## config.mk

```make
export PLATFORM = sky130hd
export DESIGN_NAME = lbs_ram
export DESIGN_NICKNAME = d
export VERILOG_FILES = /design/src/hw/rtl/linear_blend_skinning_assert.svh /design/src/hw/rtl/lbs_ram.sv
export SDC_FILE = /design/constraint.sdc
export NUM_CORES = 1
export LEC_CHECK = 0
export BUFFER_PORTS_ARGS = -buffer_cell sky130_fd_sc_hd__buf_2
export CAP_MARGIN = 20
export CORE_ASPECT_RATIO = 1.4
export CORE_MARGIN = 10
export CORE_UTILIZATION = 66
export CTS_CLUSTER_SIZE = 12
export DETAILED_ROUTE_END_ITERATION = 8
export PLACE_DENSITY_LB_ADDON = 0.15
export SLEW_MARGIN = 10
export SYNTH_ARGS = -nofsm -noshare
export SYNTH_HDL_FRONTEND = slang
export SYNTH_SLANG_ARGS = --single-unit
```

## constraint.sdc

```tcl
create_clock -name clock -period 6.1 [get_ports clock]
set_input_delay 0.915 -clock clock [delete_from_list [all_inputs] [get_ports clock]]
set_output_delay 0.915 -clock clock [all_outputs]
set_load 0.1 [all_outputs]
```

## src/hw/rtl/linear_blend_skinning_assert.svh

```systemverilog
// assertion macros for the skinning block
`ifndef LINEAR_BLEND_SKINNING_ASSERT_SVH
`define LINEAR_BLEND_SKINNING_ASSERT_SVH

// implication checked on every clock edge outside reset
`define LBS_ASSERT_IMP(label, ante, cons) \
   label: assert property (@(posedge clock) disable iff (reset) (ante) |-> (cons)) \
      else $error("assertion failed");

// implication checked in the cycle after the antecedent
`define LBS_ASSERT_NEXT(label, ante, cons) \
   label: assert property (@(posedge clock) disable iff (reset) (ante) |=> (cons)) \
      else $error("assertion failed");

`endif

```

## src/hw/rtl/lbs_ram.sv

```systemverilog
// generic single-port ram with registered read
module lbs_ram #(
   parameter int WIDTH = 32,
   parameter int DEPTH = 16
) (
   input  logic                     clock,
   input  logic                     we,
   input  logic [$clog2(DEPTH)-1:0] addr,
   input  logic [WIDTH-1:0]         wdata,
   output logic [WIDTH-1:0]         rdata
);
   logic [WIDTH-1:0] mem [DEPTH];

   // old data on a same-address write, read data registered
   always_ff @(posedge clock) begin
      if (we) mem[addr] <= wdata;
      rdata <= mem[addr];
   end
endmodule

```

Yosys cells after proc, flatten, opt, wreduce, memory -nomap -nowiden --
Memory sizes are Yosys's and may differ from the RTL's. A register that Yosys moved wholly into a read port is not among the register bits. Index checks and enable logic that the tools add are counted.
Storage, ports and cells: flip-flop bits (word level) 0, output and inout port bits 32, memory bits (writable) 512, memories kept 1, word-level logic and storage cells 3
Memories:
- mem | depth 16, bits a word 32, rd ports 1, clocked after Yosys merged registers in 1, wr ports 1, line lbs_ram.sv:12 | logic [WIDTH-1:0] mem [DEPTH];
Cells by class: multiplexer cells 2
Operators by type and width (number):
- $mux 1 | 2

Logic depth before layout (Yosys ltp) --
Gate-level depths: netlist (run 1).
depth after elaboration 2, depth in mapped cells 6

Least setup slack after synthesis (run 1) --
OpenSTA, ideal clock, no wires.
path kind in2reg, start point input addr[1], end point memory mem[0][0] (enable), setup slack 1943 ps, required time 5639 ps, arrival 3696 ps, library setup time 461 ps, stages on the path 4, path through buf_2 > buf_4 > clkbuf_1 > nor3_1
RTL lines:
- start: declaration | line lbs_ram.sv:8 | input logic [$clog2(DEPTH)-1:0] addr,
- end: declaration | line lbs_ram.sv:12
Straight into the memory's write port.

Worst setup path after layout (run 1) --
start point input addr[0], end point memory mem[4][18] (enable)
Straight into the memory's write port.

==> qor.yml, run 1 <==
power_and_ir_drop:
  intPower_mw: 5.955
  p_leak_nw: 7.162
  ir_drop_uv: 362.6
  power_frac_clock_pct: 37.8
  swShare_pct: 21.97
  power_frac_comb_pct: 7.1
  switchingPower_mw: 1.677
  powerDensity_mw_per_mm2: 342.0
  seqPwrFrac_pct: 55.1
  power_mw: 7.632
layout:
  fin_cells: 1371
  regArea_mm2: 0.01602
  layout_common_cells: "edfxtp_1, mux4_2, buf_2"
  area_growth_pct: 12.33
  multiInputGateArea_mm2: 0.003749
  nFillCells: 1575
  nets: 982
  layout-drive-gt1-share_pct: 30.28
  final_common_cell: "edfxtp_1"
timing:
  period_share_pct: 48.56
  fmax_ghz: 0.3376
  setup_viol: 0
  rsz0062_at_grt: "false"
  slew_headroom_pct: 26.68
  worst_pin_slew_ns: 1.097
  period_minus_slack_ns: 2.962
  hold_viol_final: 0
  slew_violations: 0
  skew_ns: 0.008256
  setup_tns_ns: 0
global_routing:
  use_met1_pct: 28.95
  grt_usage_pct: 23.14
  grt_pass1_wl_mm: 64.05
  grt_max_degree: 81
  grt_overflow_total: 0
  met3_usage_pct: 4.869
  gr-usage-met2_pct: 39.12
  grt_busiest_layer: "met2"
  grt_antenna_before_repair: 4
  grt_pass1_vias: 9965
synth:
  synth_cell_types: 17
  yosys-top-cells-area: "edfxtp_1, mux4_2, dfxtp_1"
  synth-seq-cells: 544
  synth_nets: 878
  yosys_warnings: 0
  syn_inst: 840
  synth_top_area_share_pct: 77.40
  syn_area_mm2: 0.01986
  avgSynthCellArea_um2: 23.65
  yosysTopAreaCell: "edfxtp_1"
  yosysSeqAreaShare_pct: 80.63
hold_path:
  hold_path.class: "reg2reg"
placed_design:
  placed_cells: 1274
  post-dp-hpwl_mm: 22.36
  gp_congestion: 0.7567
  numPortBuffers: 69
floorplanning:
  chipWidth_um: 166.6
  die_h_um: 225.3
  io_pins: 70
  dieArea_mm2: 0.03753
  coreArea_mm2: 0.02984
  start_util_pct: 66.56
  rows: 75
routing:
  wl_mm: 42.98
  drc: 0
  ant_nets: 0
  wire_per_inst_um: 31.35
  viasPerCell: 6.710
  dr.pass1.iters: 5
  vias: 9200
  drt_iter0_drc: 1134
clocking:
  cts_root_buf: "clkbuf_16"
  cts_tree: "yes"
  clk_pin_slew_ns: 0.06
  post_cts_buffers: 0
  cts_resized: 0
  clock_path_buffers: 3
  worstSkewPairLatency_ns: 0.56
  holdBufCountCts: 0
  htreeDepth: 2
  cts_inserted_buffers: 51
  cts.sinks: 544
worst_setup_path:
  critPathLaunchType: "input port"
  crit_arrival_ns: 3.16
  cp_max_fo: 48
  critPathKind: "in2reg"
  cp-end-kind: "register"
  crit_required_ns: 6.30
outcome:
  outcome: "complete, no violations"
job:
  drv_cap: 0
## per-stage QoR
| stage | cell area, um^2 | setup slack, ns | hold slack [ns] | utilization (%) |
|---|---|---|---|---|
| global placement | 20790 | 2.275 | 0.6535 | 69.67 |
| detailed placement | 20790 | 2.210 | 0.6614 | 69.67 |
| CTS | 22280 | 2.750 | 0.6717 | 74.65 |
| global route | 22310 | 2.995 | 0.6989 | 74.77 |
| finish | 22310 | 3.138 | 0.6713 | 74.77 |
| floorplan | 19860 | 1.943 | 0.6349 | - |
## routing by layer
metal,vias up,share of wire [%]
li1,3788,-
met1,4850,35
met2,476,54
met3,82,8.0
met4,4,3.2
met5,-,0.063
## critical path: stages
cell      delay, ns
clkbuf_8       0.31
buf_4          0.51
nor3_2         0.78
buf_4          0.56
## Yosys cell counts
cell / count
nor3_1: 4
edfxtp_1: 512
mux4_2: 128
nand3b_1: 2
and2_1: 1
nand2b_1: 2
buf_2: 11
nor2b_1: 2
clkbuf_1: 27
nor2_1: 13
nand3_1: 1
dfxtp_1: 32
a22oi_1: 64
buf_4: 1
or3b_2: 1
nand2_1: 33
buf_6: 6
## power groups by stage
stage	Clock, mW	Sequential (mW)	Combinational, mW
after global routing	3.05	4.21	0.570
after CTS	2.91	4.21	0.546
after floorplan	0	4.46	0.202
after global placement	0	4.27	0.530
after detailed placement	0	4.28	0.542
final	2.88	4.21	0.543
## path summary, 6_finish.rpt
kind / startpoint / end / slack [ns] / cells past startpoint
max: addr[0] / mem[4][18] / 3.14 / 4
min: mem[14][22] / rdata[22] / 0.67 / 3
max reg2reg: mem[3][2] / rdata[2] / 4.67 / 3
min reg2reg: mem[14][22] / rdata[22] / 0.67 / 3
## cells by family (layout without fill, tap and decap cells)
group           Yosys count  count (layout)  synth area share [%]
buf+inv                  45             189                 1.165
flops                   544             544                 80.63
compound gates           64              64                 2.419
mux                     128             128                 14.51
other cells               0               2                     0
simple gates             59              59                 1.272
## sequential cells by signal, summed over array words and instances (netlist names)
| name | cells |
|---|---|
| mem | 512 |
| rdata | 32 |
## area by class of cell
type                    count  share of cell area [%]
diodes                      2                 0.02243
clock buffers              93                   6.662
multi-input cells         251                   16.80
flip-flops and latches    544                   71.78
well taps                 385                   2.159
repair buffers             96                   2.579
Note: power is estimated with default switching activity, not from simulation.
==> run 2: changes to the inputs <==
--- a/config.mk
+++ b/config.mk
@@ -5,11 +5,12 @@
 export SDC_FILE = /design/constraint.sdc
 export NUM_CORES = 1
 export LEC_CHECK = 0
+export ABC_AREA = 1
 export BUFFER_PORTS_ARGS = -buffer_cell sky130_fd_sc_hd__buf_2
 export CAP_MARGIN = 20
 export CORE_ASPECT_RATIO = 1.4
 export CORE_MARGIN = 10
-export CORE_UTILIZATION = 66
+export CORE_UTILIZATION = 62
 export CTS_CLUSTER_SIZE = 12
 export DETAILED_ROUTE_END_ITERATION = 8
 export PLACE_DENSITY_LB_ADDON = 0.15
==> constraint.sdc (replaced) <==
create_clock -name clock -period 3 [get_ports clock]
set_input_delay 0.45 -clock clock [delete_from_list [all_inputs] [get_ports clock]]
set_output_delay 0.45 -clock clock [all_outputs]
set_load 0.1 [all_outputs]
==> qor.yml, run 2 <==
outcome:
  outcome: "complete, no violations"
placed_design:
  place_area_mm2: 0.02305
  numPortBuffers: 69
  post-dp-hpwl_mm: 26.35
  gp_congestion: 0.7885
synth:
  synth_top_family_by_area: "simple AND/OR/NAND/NOR gates"
  synth-compound-area-share_pct: 0
  synth-simple-area-share_pct: 23.68
  synthFlopType: "edfxtp_1"
  synth_fa_ha_area_share_pct: 0
  netlist_top_cells_count: "nand2_1, edfxtp_1, inv_1, buf_2, dfxtp_1"
  synth_cell_types: 13
  async_flop_share_pct: 0
  synth_mux_area_share_pct: 0
  synth_nets: 2151
  synth_xor_area_share_pct: 0
  yosysTopAreaCell: "edfxtp_1"
  synth-seq-cells: 544
  synth_top_area_share_pct: 69.21
  yosys-top-cells-area: "edfxtp_1, nand2_1, dfxtp_1"
  syn_inst: 2113
  avgSynthCellArea_um2: 10.51
  synth_most_common_cell: "nand2_1"
  yosys_warnings: 0
  syn_area_mm2: 0.02221
  synth_edf_count: 512
  yosysSeqAreaShare_pct: 72.10
routing:
  ant_nets: 0
  wire_per_inst_um: 18.36
  wl_met2_mm: 24.99
  viasPerCell: 5.338
  top_layer_used: "met5"
  drt_iter0_drc: 1277
  dr.pass1.iters: 6
  vias: 14307
  drc: 0
  wl_mm: 49.19
  drt-met1-wl_mm: 19.52
  dr_wl_met3_mm: 3.202
global_routing:
  grt_overflow_total: 0
  grt_pass1_vias: 14285
  grt_usage_pct: 22.18
  grt_antenna_before_repair: 2
  grt_max_degree: 164
  grt_pass1_wl_mm: 77.20
timing:
  skew_ns: 0.01212
  slew_headroom_pct: 33.39
  setup_tns_ns: 0
  fmax_ghz: 0.5411
  worst_pin_slew_ns: 0.9992
  period_share_pct: 61.61
  rsz0062_at_grt: "false"
  setup_viol: 0
  slew_violations: 0
  period_minus_slack_ns: 1.848
  hold_viol_final: 0
clocking:
  cts_inserted_buffers: 52
  cts_tree: "yes"
  htreeDepth: 2
  post_cts_buffers: 0
  cts_root_buf: "clkbuf_16"
  clk_pin_slew_ns: 0.06
  holdBufCountCts: 0
  worstSkewPairLatency_ns: 0.57
  cts_resized: 0
  clock_path_buffers: 3
  cts.sinks: 544
layout:
  layout-drive-gt1-share_pct: 8.258
  nets: 2215
  final_common_cell: "nand2_1"
  largest_reg_flops: 512
  area_growth_pct: 10.46
  layout_common_cells: "nand2_1, edfxtp_1, inv_1"
  reg_top3: "mem (512), rdata (32)"
  regMostFlops: "mem"
  fin_area_mm2: 0.02454
worst_setup_path:
  max_stage_delay_ns: 0.45
  path_buf_inv: 1
  cp-end-kind: "output port"
  crit_required_ns: 2.55
  critPathKind: "reg2out"
  cp_max_fo: 1
  cp_cell_sequence: "buf_2"
  critPathLaunchType: "register"
  cp_top_family: "buffers and inverters"
  crit_arrival_ns: 1.40
  worst_path_max_delay_cell: "buf_2"
floorplanning:
  chipWidth_um: 180.0
  start_util_pct: 62.40
  rows: 82
  die_h_um: 244.0
  dieArea_mm2: 0.04391
  io_pins: 70
  coreArea_mm2: 0.03560
power_and_ir_drop:
  ir_drop_uv: 483.1
  p_leak_nw: 10.40
  powerDensity_mw_per_mm2: 641.8
hold_path:
  hold_path.class: "in2reg"
job:
  drv_cap: 0
run 2: cell count changes after synthesis, sizes merged, moves of 4 or more:
cell	delta
nor2	+5
nand2	+1345
a22oi	-64
nor3	-4
inv	+71
mux4	-128
buf	+70
clkbuf	-17
run 2: where the power goes:
part           total [mW]  switching, mW  internal (mW)  leakage [nW]
clock network        5.88           2.59           3.29         0.703
logic                1.33           1.06          0.267          4.81
registers            8.54         0.0439           8.50          4.89
run 2: cell families after synthesis:
| logic type | count (synthesis) |
|---|---|
| and+or+nand+nor | 1400 |
| buffers and inverters | 169 |
| DFF | 544 |
run 2: per-layer routing:
layer  track usage (%)  up-vias
met1             27.05     6807
met3             3.591      105
li1                  -     6881
met2             39.18      512
met5                 0        -
met4             7.970        2
run 2: final timing paths:
| path | to | startpoint | slack (ns) | cells after the start |
|---|---|---|---|---|
| worst max register to register | rdata[27] | mem[10][27] | 1.96 | 8 |
| worst max-delay path | rdata[28] | rdata[28] | 1.15 | 1 |
| worst min-delay path | mem[9][8] | wdata[8] | 0.25 | 1 |
| worst min register to register | rdata[30] | mem[0][30] | 0.69 | 8 |
run 2: worst register-to-register path: cells and delay by family, from the launching register on:
kind                   cells  cell delay, ns
flip-flops                 1            0.38
AND/OR/NAND/NOR            7            0.49
buffers and inverters      1            0.06
run 2: area by class of cell:
class / instances / area, um^2
fillers: 2536 / 11060
multi-input cells: 1400 / 5395
clock buffers: 91 / 1469
repair buffers: 108 / 784.5
flip-flops and latches: 544 / 16020
diodes: 2 / 5.005
clock inverters: 2 / 16.27
inverters: 71 / 274.0
well taps: 462 / 578.1
run 2: through the flow:
| stage | hold slack (ns) | utilization (%) | setup slack [ns] | std cells | power, mW |
|---|---|---|---|---|---|
| after floorplan | 0.5489 | - | 0.05648 | 2113 | 9.661 |
| after detailed placement | 0.6726 | 64.74 | 0.6846 | 2585 | 10.03 |
| after global routing | 0.2524 | 68.91 | 1.137 | 2678 | 16.25 |
| final | 0.2487 | 68.92 | 1.152 | 2680 | 15.75 |
| after global placement | 0.6781 | 64.74 | 0.7207 | 2585 | 10.01 |
| after CTS | 0.2244 | 68.91 | 1.137 | 2678 | 15.86 |
