File: src/hw/rtl/linear_blend_skinning_assert.svh
// assertion macros for the skinning block
`ifndef LINEAR_BLEND_SKINNING_ASSERT_SVH
`define LINEAR_BLEND_SKINNING_ASSERT_SVH

// implication checked on every clock edge outside reset
`define LBS_ASSERT_IMP(label, ante, cons) \
   label: assert property (@(posedge clock) disable iff (reset) (ante) |-> (cons)) \
      else $error("assertion failed");

// implication checked in the cycle after the antecedent
`define LBS_ASSERT_NEXT(label, ante, cons) \
   label: assert property (@(posedge clock) disable iff (reset) (ante) |=> (cons)) \
      else $error("assertion failed");

`endif

File: src/hw/rtl/lbs_pkg.sv
// package: constants and types for the skinning block
package lbs_pkg;
   localparam int MAX_JOINTS      = 256;
   localparam int FRAC_BITS       = 16;
   localparam int ELEMS_PER_JOINT = 12;
   localparam int SLOTS           = 4;
   localparam int DEPTH           = MAX_JOINTS * ELEMS_PER_JOINT;
   localparam int ADDR_W          = $clog2(DEPTH);
   localparam int JOINT_W         = $clog2(MAX_JOINTS);
   localparam int ACC_W           = 44;   // 32-bit value times 8-bit weight, 4 terms
   localparam int ROW_W           = 50;   // three floored 64-bit products plus offset
   localparam int TOT_W           = 10;
   localparam logic FUNC_WRITE    = 1'b0;
   localparam logic FUNC_SKIN     = 1'b1;

   // status from the divider to the sequencer
   typedef struct packed {
      logic busy;
      logic done;
   } div_stat_type;
endpackage

File: src/hw/rtl/lbs_div.sv
// restoring divider: signed dividend by unsigned divisor, one bit a cycle
module lbs_div
   import lbs_pkg::*;
(
   input  logic                     clock,
   input  logic                     reset,
   input  logic                     start,
   input  logic signed [ACC_W-1:0]  dividend,
   input  logic [TOT_W-1:0]         divisor,
   output logic signed [ACC_W-1:0]  quotient,
   output div_stat_type             stat
);
   localparam int CNT_W = $clog2(ACC_W + 1);

   logic [ACC_W-1:0] q_ff, q_in;
   logic [TOT_W:0]   r_ff, r_in;
   logic [TOT_W-1:0] d_ff, d_in;
   logic             neg_ff, neg_in;
   logic [CNT_W-1:0] cnt_ff, cnt_in;
   logic             busy_ff, busy_in, done_ff, done_in;
   logic [TOT_W:0]   trial;
   logic [TOT_W+1:0] diff;

   // one quotient bit per cycle
   always_comb begin
      q_in = q_ff; r_in = r_ff; d_in = d_ff; neg_in = neg_ff;
      cnt_in = cnt_ff; busy_in = busy_ff; done_in = 1'b0;
      trial = {r_ff[TOT_W-1:0], q_ff[ACC_W-1]};
      diff = {1'b0, trial} - {2'b00, d_ff};
      if (start) begin
         neg_in  = dividend[ACC_W-1];
         q_in    = dividend[ACC_W-1] ? ACC_W'(-dividend) : dividend;
         r_in    = '0;
         d_in    = divisor;
         cnt_in  = CNT_W'(ACC_W);
         busy_in = 1'b1;
      end else if (busy_ff) begin
         if (!diff[TOT_W+1]) begin
            r_in = diff[TOT_W:0];
            q_in = {q_ff[ACC_W-2:0], 1'b1};
         end else begin
            r_in = trial;
            q_in = {q_ff[ACC_W-2:0], 1'b0};
         end
         cnt_in = cnt_ff - 1'b1;
         if (cnt_ff == CNT_W'(1)) begin
            busy_in = 1'b0;
            done_in = 1'b1;
         end
      end
   end

   always_ff @(posedge clock) begin
      q_ff <= q_in; r_ff <= r_in; d_ff <= d_in; neg_ff <= neg_in;
      cnt_ff <= cnt_in;
      if (reset) begin
         busy_ff <= 1'b0;
         done_ff <= 1'b0;
      end else begin
         busy_ff <= busy_in;
         done_ff <= done_in;
      end
   end

   assign quotient  = neg_ff ? -$signed(q_ff) : $signed(q_ff);
   assign stat.busy = busy_ff;
   assign stat.done = done_ff;
endmodule

File: config.mk
export PLATFORM = sky130hd
export DESIGN_NAME = lbs_div
export DESIGN_NICKNAME = d
export VERILOG_FILES = /design/src/hw/rtl/linear_blend_skinning_assert.svh /design/src/hw/rtl/lbs_pkg.sv /design/src/hw/rtl/lbs_div.sv
export SDC_FILE = /design/constraint.sdc
export NUM_CORES = 1
export LEC_CHECK = 0
export BUFFER_PORTS_ARGS = -buffer_cell sky130_fd_sc_hd__buf_2
export CAP_MARGIN = 25
export CORE_MARGIN = 10
export CORE_UTILIZATION = 34
export DETAILED_ROUTE_END_ITERATION = 8
export SLEW_MARGIN = 10
export SYNTH_ARGS = -nofsm -noshare
export SYNTH_HDL_FRONTEND = slang
export SYNTH_SLANG_ARGS = --single-unit
File: constraint.sdc
create_clock -name clock -period 8.4 [get_ports clock]
set_clock_uncertainty 0.1 [all_clocks]
set_input_delay 1.68 -clock clock [delete_from_list [all_inputs] [get_ports clock]]
set_output_delay 1.68 -clock clock [all_outputs]
set_load 0.05 [all_outputs]
== Word level (Yosys, flattened, before mapping) ==
Index checks and enable logic that the tools add are counted.

* Add/sub/neg operators: 4
* Equality and inequality tests: 1
* Mux-type cells: 10
* Bitwise operators: 1
* Reductions and logical operators: 2

{| class="wikitable"
|+ Operators by type and width
! kind !! count
|-
| $mux W44 || 4
|-
| $neg A44 Y44 || 2
|-
| $sub A11 B10 Y12 || 1
|-
| $mux W10 || 1
|-
| $eq A6 B1 Y1 const B || 1
|-
| $sub A6 B1 Y6 const B || 1
|-
| $mux W1 || 5
|-
| $reduce_or A3 Y1 || 1
|-
| $reduce_bool A2 Y1 || 1
|-
| $not A1 Y1 || 1
|}

* Register bits after elaboration: 73
* Input port bits: 57
* Word-level logic and storage cells: 25

== Longest topological paths before layout ==
Gate-level depths: netlist (run 1).

* Depth in word-level cells: 4
* Gate-level depth with buffers: 9
* Gate-level depth less buffers: 9

== Least setup slack after synthesis (run 1) ==
OpenSTA, ideal clock, no wires.

* Path kind: register to output
* From: register q_ff[0]
* To: output port quotient[38]
* Data arrival time: 2.450 ns
* Data required time: 6.620 ns
* Slack: 4.170 ns
* Cell stages (with the launch flop): 8
* Buffers on the path: 0
* Cells stage by stage: edfxtp_1 -> inv_1 -> ha_1 -> or3b_2 -> nor3_1 -> nand4_1 -> o41ai_1 -> xnor2_1

* Word-level cells in the longest chain between the ends: 2

{| class="wikitable"
|+ RTL lines
! element !! line !! RTL
|-
| start, declared || lbs_div.sv:15 || <nowiki>logic [ACC_W-1:0] q_ff, q_in;</nowiki>
|-
| start signal, assigned || lbs_div.sv:54 || <nowiki>q_ff <= q_in; r_ff <= r_in; d_ff <= d_in; neg_ff <= neg_in;</nowiki>
|-
| $neg A44 Y44 || lbs_div.sv:65 || <nowiki>assign quotient = neg_ff ? -$signed(q_ff) : $signed(q_ff);</nowiki>
|-
| $mux W44 || lbs_div.sv:65 ||
|-
| end, declared || lbs_div.sv:10 || <nowiki>output logic signed [ACC_W-1:0] quotient,</nowiki>
|}

Every way passes these cells.

== Final worst setup path (run 1) ==
* From: register q_ff[0]
* To: output port quotient[41]

The elaborated chain is that of the path after synthesis.

==> results of run 1 <==
[report_power, final]
group          switching, mW  internal (mW)  total (mW)  leakage (nW)
sequential            0.0431          0.432       0.475         0.690
combinational          0.285          0.123       0.408          1.52
clock                  0.153          0.257       0.410         0.159
[layout make-up]
cell class / count / area, um^2
fillers: 1600 / 9420
inverters: 23 / 86.3
repair buffers: 105 / 536
well taps: 216 / 270
multi-input cells: 481 / 3310
clock inverters: 7 / 85.1
clock buffers: 9 / 225
flip-flops and latches: 73 / 2010
[routing by layer]
layer  track usage  vias up  wire, um
li1              -     2463         -
met1         0.174     2387      6950
met2         0.251      187      8010
met3        0.0485       21      1300
met4        0.0416        0       261
met5             0        -         0
[worst max-delay path, cell delays in order (launching register included)]
cell	delay, ps
edfxtp_1	460
or4_1	600
nor3_1	610
nand4_1	360
o41ai_1	440
xnor2_1	160
buf_2	280
[cells by family after synthesis]
kind of cell / share of synthesized area
muxes: 0.00720
adders and majority gates: 0.0351
and+or+nand+nor: 0.210
xor gates and xnor gates: 0.134
AOI/OAI and AO/OA: 0.209
buffers and inverters: 0.0432
DFF: 0.362
[through the flow]
step | instance area [um^2] | setup WS [ps] | power, mW | hold slack, ps | utilization
detailed placement | 6210 | 3710 | 0.890 | 385 | 0.389
global placement | 6210 | 3810 | 0.884 | 370 | 0.389
finish | 6520 | 3370 | 1.29 | 398 | 0.409
floorplan | 5560 | 4170 | 0.776 | 356 | -
global route | 6520 | 3200 | 1.36 | 428 | 0.409
CTS | 6520 | 3330 | 1.31 | 393 | 0.409
[flip-flops by register name, summed over array words and instances (netlist names)]
name	cells
neg_ff	1
done_ff	1
q_ff	44
cnt_ff	6
r_ff	10
busy_ff	1
d_ff	10
[placed cells by master, fill, tap and decap left out, types with 18 or more instances in the layout]
cell type	count
buf_2	101
nor2_1	61
edfxtp_1	55
xnor2_1	48
a21oi_1	47
nand2_1	43
xor2_1	37
o31ai_1	28
o21ai_0	26
inv_1	23
o41ai_1	20
dfxtp_1	18
[path summary, 6_finish.rpt]
path         startpoint           end  slack [ps]  depth (start not counted)
max             q_ff[0]  quotient[41]        3370                          6
min             r_ff[9]       r_ff[9]         400                          2
max reg2reg    q_ff[43]       q_ff[0]        5600                          7
min reg2reg     r_ff[9]       r_ff[9]         400                          2
==> results.md, run 1 <==
- Max VDD drop: 116 uV
- Wirelength, routed: 16500 um
- Final slew viol count: 0
- Post_cts resized: 0
- Area leader, netlist: edfxtp_1
- Yosys cell types: between 50 and 60
- Largest net degree at the start of global routing: 63
- Hold Buf Count CTS: 0
- Finished Layout Cells: 914
- Syn avg cell area: 9.07 um^2
- Cell with the most instances after synthesis: nor2_1
- Hold Violations, Final: 0
- Required @ worst endpoint: 6620 ps
- Worst min path class: reg2reg
- DP Wirelength: around 12000 um
- Top cells by count, synth: nor2_1 (61), edfxtp_1 (55), xnor2_1 (48)
- TritonCTS clock tree: yes
- Clock root buffer: clkbuf_16
- RD Place Congestion: 0.881
- Clock sinks: between 70 and 80
- Final #Nets: 765
- Initial Util: 0.349
- Seq/Total Area, Yosys: 0.362
- Core ar.: around 16000 um^2
- Cell Count Post-Placement: 898
- Ys flop type: edfxtp_1
- Fin crit period: 5030 ps
- Initial antenna violation count: 0
- DR vias/cell: 5.53
- Die ar.: 21900 um^2
- Drt initial violations: about 300
- TNS Setup: 0 ps
- Vert. Die Dim: 148 um
- CP startpoint kind: flop
- Worst-Skew Late Latency: 350 ps
- Critical setup path kind: reg2out
- Max-slew headroom: 0.463
- # port buffers: 102
- # setup viols final: 0
- Total grt overflow: 0
- Ports: 103
- GRT Resource Usage Total: 0.148
- Cts bufs inserted: 9
- Via Count: between 5000 and 6000
- Crit share post-route: 0.599
- Yosys top cell area share: 0.297
- Post-Syn Area: 5560 um^2
- H-tree levels: 3
- Crit-path max FO: 5
- Drc violations: 0
- Setup bufs post-CTS: 0
- First-pass GRT wire length: 26200 um
- DRT Pass-1 Iters: 4
- CP Capture Type: output pin
- Asr flop ratio synth: 0
- Vias in the first global route: 5012
- Final antenna-violating net count: 0
- Arr. time, crit path: 3250 ps
- Syn Nets: 685
- Synth warn: 0
- PD cells: 198 nW/um^2
- Ranking of synthesized cells by area: edfxtp_1 (30%), xnor2_1 (7.6%), dfxtp_1 (6.5%)
- RSZ-0062 raised after global routing: false
- Antenna cells: 0
- Post-synthesis register bit count: 73
- Max clock buf depth: 2
- Worst slew pin tran: ~800 ps
- Area growth from synthesis to layout: 17.3%
- Leak: 2.37 nW
- Clock transition at the registers of the reported paths: 50 ps
- Outcome: finished clean
- Max-Cap Viols: 0
- FP Rows: 46
- Die width: 148 um
- Post-Synthesis Cells: 613
- Share of cells above drive strength 1: 0.208
- Number of synthesized flops with an enable pin: 55
- Maximum clock frequency: roughly 0.2 GHz
- DR WL/cell: approximately 18 um
Note: power is estimated with default switching activity, not from simulation.
==> inputs of run 2 (changes only) <==
--- a/config.mk
+++ b/config.mk
@@ -5,6 +5,7 @@
 export SDC_FILE = /design/constraint.sdc
 export NUM_CORES = 1
 export LEC_CHECK = 0
+export ABC_AREA = 1
 export BUFFER_PORTS_ARGS = -buffer_cell sky130_fd_sc_hd__buf_2
 export CAP_MARGIN = 25
 export CORE_MARGIN = 10
==> constraint.sdc (replaced) <==
create_clock -name clock -period 4.05 [get_ports clock]
set_clock_uncertainty 0.1 [all_clocks]
set_input_delay 0.81 -clock clock [delete_from_list [all_inputs] [get_ports clock]]
set_output_delay 0.81 -clock clock [all_outputs]
set_load 0.05 [all_outputs]
==> results.md, run 2 <==
- Outcome: finished clean
- Share of cells above drive strength 1: 0.166
- Most common cell after layout, fill and taps aside: nand2_1
- TritonCTS clock tree: yes
- DR vias/cell: 5.03
- Top cells by count, synth: nand2_1 (276), nor2_1 (106), inv_1 (105)
- Yosys top cell area share: 0.262
- # fillers: 1935
- Initial Util: 0.349
- CP Capture Type: output pin
- Area growth from synthesis to layout: 16.0%
- Final Worst Setup Slack: between 500 and 600 ps
- Most frequent cells in the layout: nand2_1 (276), nor2_1 (106), inv_1 (105), buf_2 (102), nand3_1 (79)
- Overall Power: 2.65 mW
- Post_cts resized: 0
- RSZ-0062 raised after global routing: false
- Wirelength, routed: about 20000 um
- Clock transition at the registers of the reported paths: around 60 ps
- Synth warn: 0
- Maximum clock frequency: approximately 0.29 GHz
- Arr. time, crit path: approximately 2600 ps
- Placed Area: 7020 um^2
- Syn avg cell area: approximately 6.7 um^2
- Vias in the first global route: 6183
- Worst-Skew Late Latency: 340 ps
- H-tree levels: 3
- Final slew viol count: 0
- Critical setup path kind: reg2out
- Total grt overflow: 0
- Largest reg by FF count: q_ff
- DR WL/cell: 16.1 um
- Syn Nets: 1008
- Max VDD drop: 185 uV
- Ports: 103
- Max clock buf depth: 2
- First-pass GRT wire length: roughly 32000 um
- Clock sinks: 73
- GRT Resource Usage Total: 0.167
- Crit-path max FO: 7
- Cts bufs inserted: 9
- Asr flop ratio synth: 0
- Drt initial violations: approximately 500
- Finished Core Util: 0.404
- Antenna cells: 0
- Die ar.: 24400 um^2
- Drc violations: 0
- Via Count: roughly 6400
- CP startpoint kind: flop
- Required @ worst endpoint: 3140 ps
- Ys flop type: edfxtp_1
- # port buffers: 102
- Vert. Die Dim: 156 um
- Worst min path class: reg2reg
- Area leader, netlist: edfxtp_1
- Final #Nets: 1101
- Seq/Total Area, Yosys: 0.319
- Final antenna-violating net count: 0
- Cell with the most instances after synthesis: nand2_1
- Max-Cap Viols: 0
- Max-slew headroom: 0.493
- Max FFs per register: 44
- Leak: 3.35 nW
- Final instance area: 7310 um^2
- Post-synthesis register bit count: 73
- DP Wirelength: 16300 um
- Largest regs: q_ff x44, d_ff x10, r_ff x10
- Hold Slack: 373 ps
- Core ar.: 18100 um^2
- Yosys cell types: 45
- Die width: roughly 160 um
- Number of synthesized flops with an enable pin: 55
- DRT Pass-1 Iters: 5
- Worst slew pin tran: roughly 760 ps
- Place WS: roughly 990 ps
- Hold Violations, Final: 0
- Setup bufs post-CTS: 0
- Cell Count Post-Placement: 1247
- PD cells: 363 nW/um^2
- RD Place Congestion: 0.945
- # setup viols final: 0
- Largest net degree at the start of global routing: 46
- Ranking of synthesized cells by area: edfxtp_1 (26%), nand2_1 (16%), nor2_1 (6.3%)
- Post-Synthesis Cells: 936
- Crit share post-route: 0.859
- Hold Buf Count CTS: 0
- Clock root buffer: clkbuf_16
- Initial antenna violation count: 0
- TNS Setup: 0 ps
- Finished Layout Cells: 1263
- Post-Syn Area: between 6000 and 7000 um^2
- FP Rows: between 40 and 50
- Fin crit period: 3480 ps
==> run 2: routing by layer <==
layer	part of all wire	GRT usage	vias to the layer above	routed length (um)
met5	0	0	-	0
met4	0.025	0.0589	0	515
met2	0.46	0.269	184	9240
met1	0.47	0.222	2881	9470
li1	-	-	3250	-
met3	0.052	0.0259	35	1060
==> run 2: worst paths after layout <==
kind | from | to | slack (ps) | depth (start not counted)
max | q_ff[0] | quotient[22] | 570 | 11
min | r_ff[6] | r_ff[6] | 370 | 2
max reg2reg | d_ff[4] | q_ff[0] | 1650 | 8
min reg2reg | r_ff[6] | r_ff[6] | 370 | 2
==> run 2: final cells by class <==
| type | instances | area, um^2 | area share |
|---|---|---|---|
| flip-flops and latches | 73 | 2010 | 0.275 |
| multi-input cells | 728 | 3760 | 0.514 |
| clock inverters | 6 | 58.8 | 0.00804 |
| inverters | 108 | 405 | 0.0555 |
| repair buffers | 109 | 563 | 0.0770 |
| well taps | 229 | 287 | 0.0392 |
| clock buffers | 10 | 229 | 0.0313 |
==> run 2: power breakdown <==
part	internal [mW]	leakage, nW	switching [mW]
combinational	0.223	2.50	0.676
sequential	0.891	0.706	0.0727
clock	0.473	0.138	0.315
==> run 2: worst max-delay path, cell delays in order, from the launching register on <==
cell and delay [ps]:
edfxtp_1 390, inv_1 130, ha_1 240, inv_2 80, nor3_4 280, nand2_2 140, nor2_2 120, nand3_1 80
nand2_1 100, nand2_1 70, xor2_1 250, buf_2 340
==> run 2: kinds of logic after synthesis <==
family | Yosys count | share of synthesized area
flip-flops | 73 | 0.319
AND/OR/NAND/NOR | 557 | 0.399
buffers and inverters | 135 | 0.0850
AO/OA/AOI/OAI | 104 | 0.0941
XOR/XNOR | 52 | 0.0723
adder cells (fa/ha/maj) | 15 | 0.0310
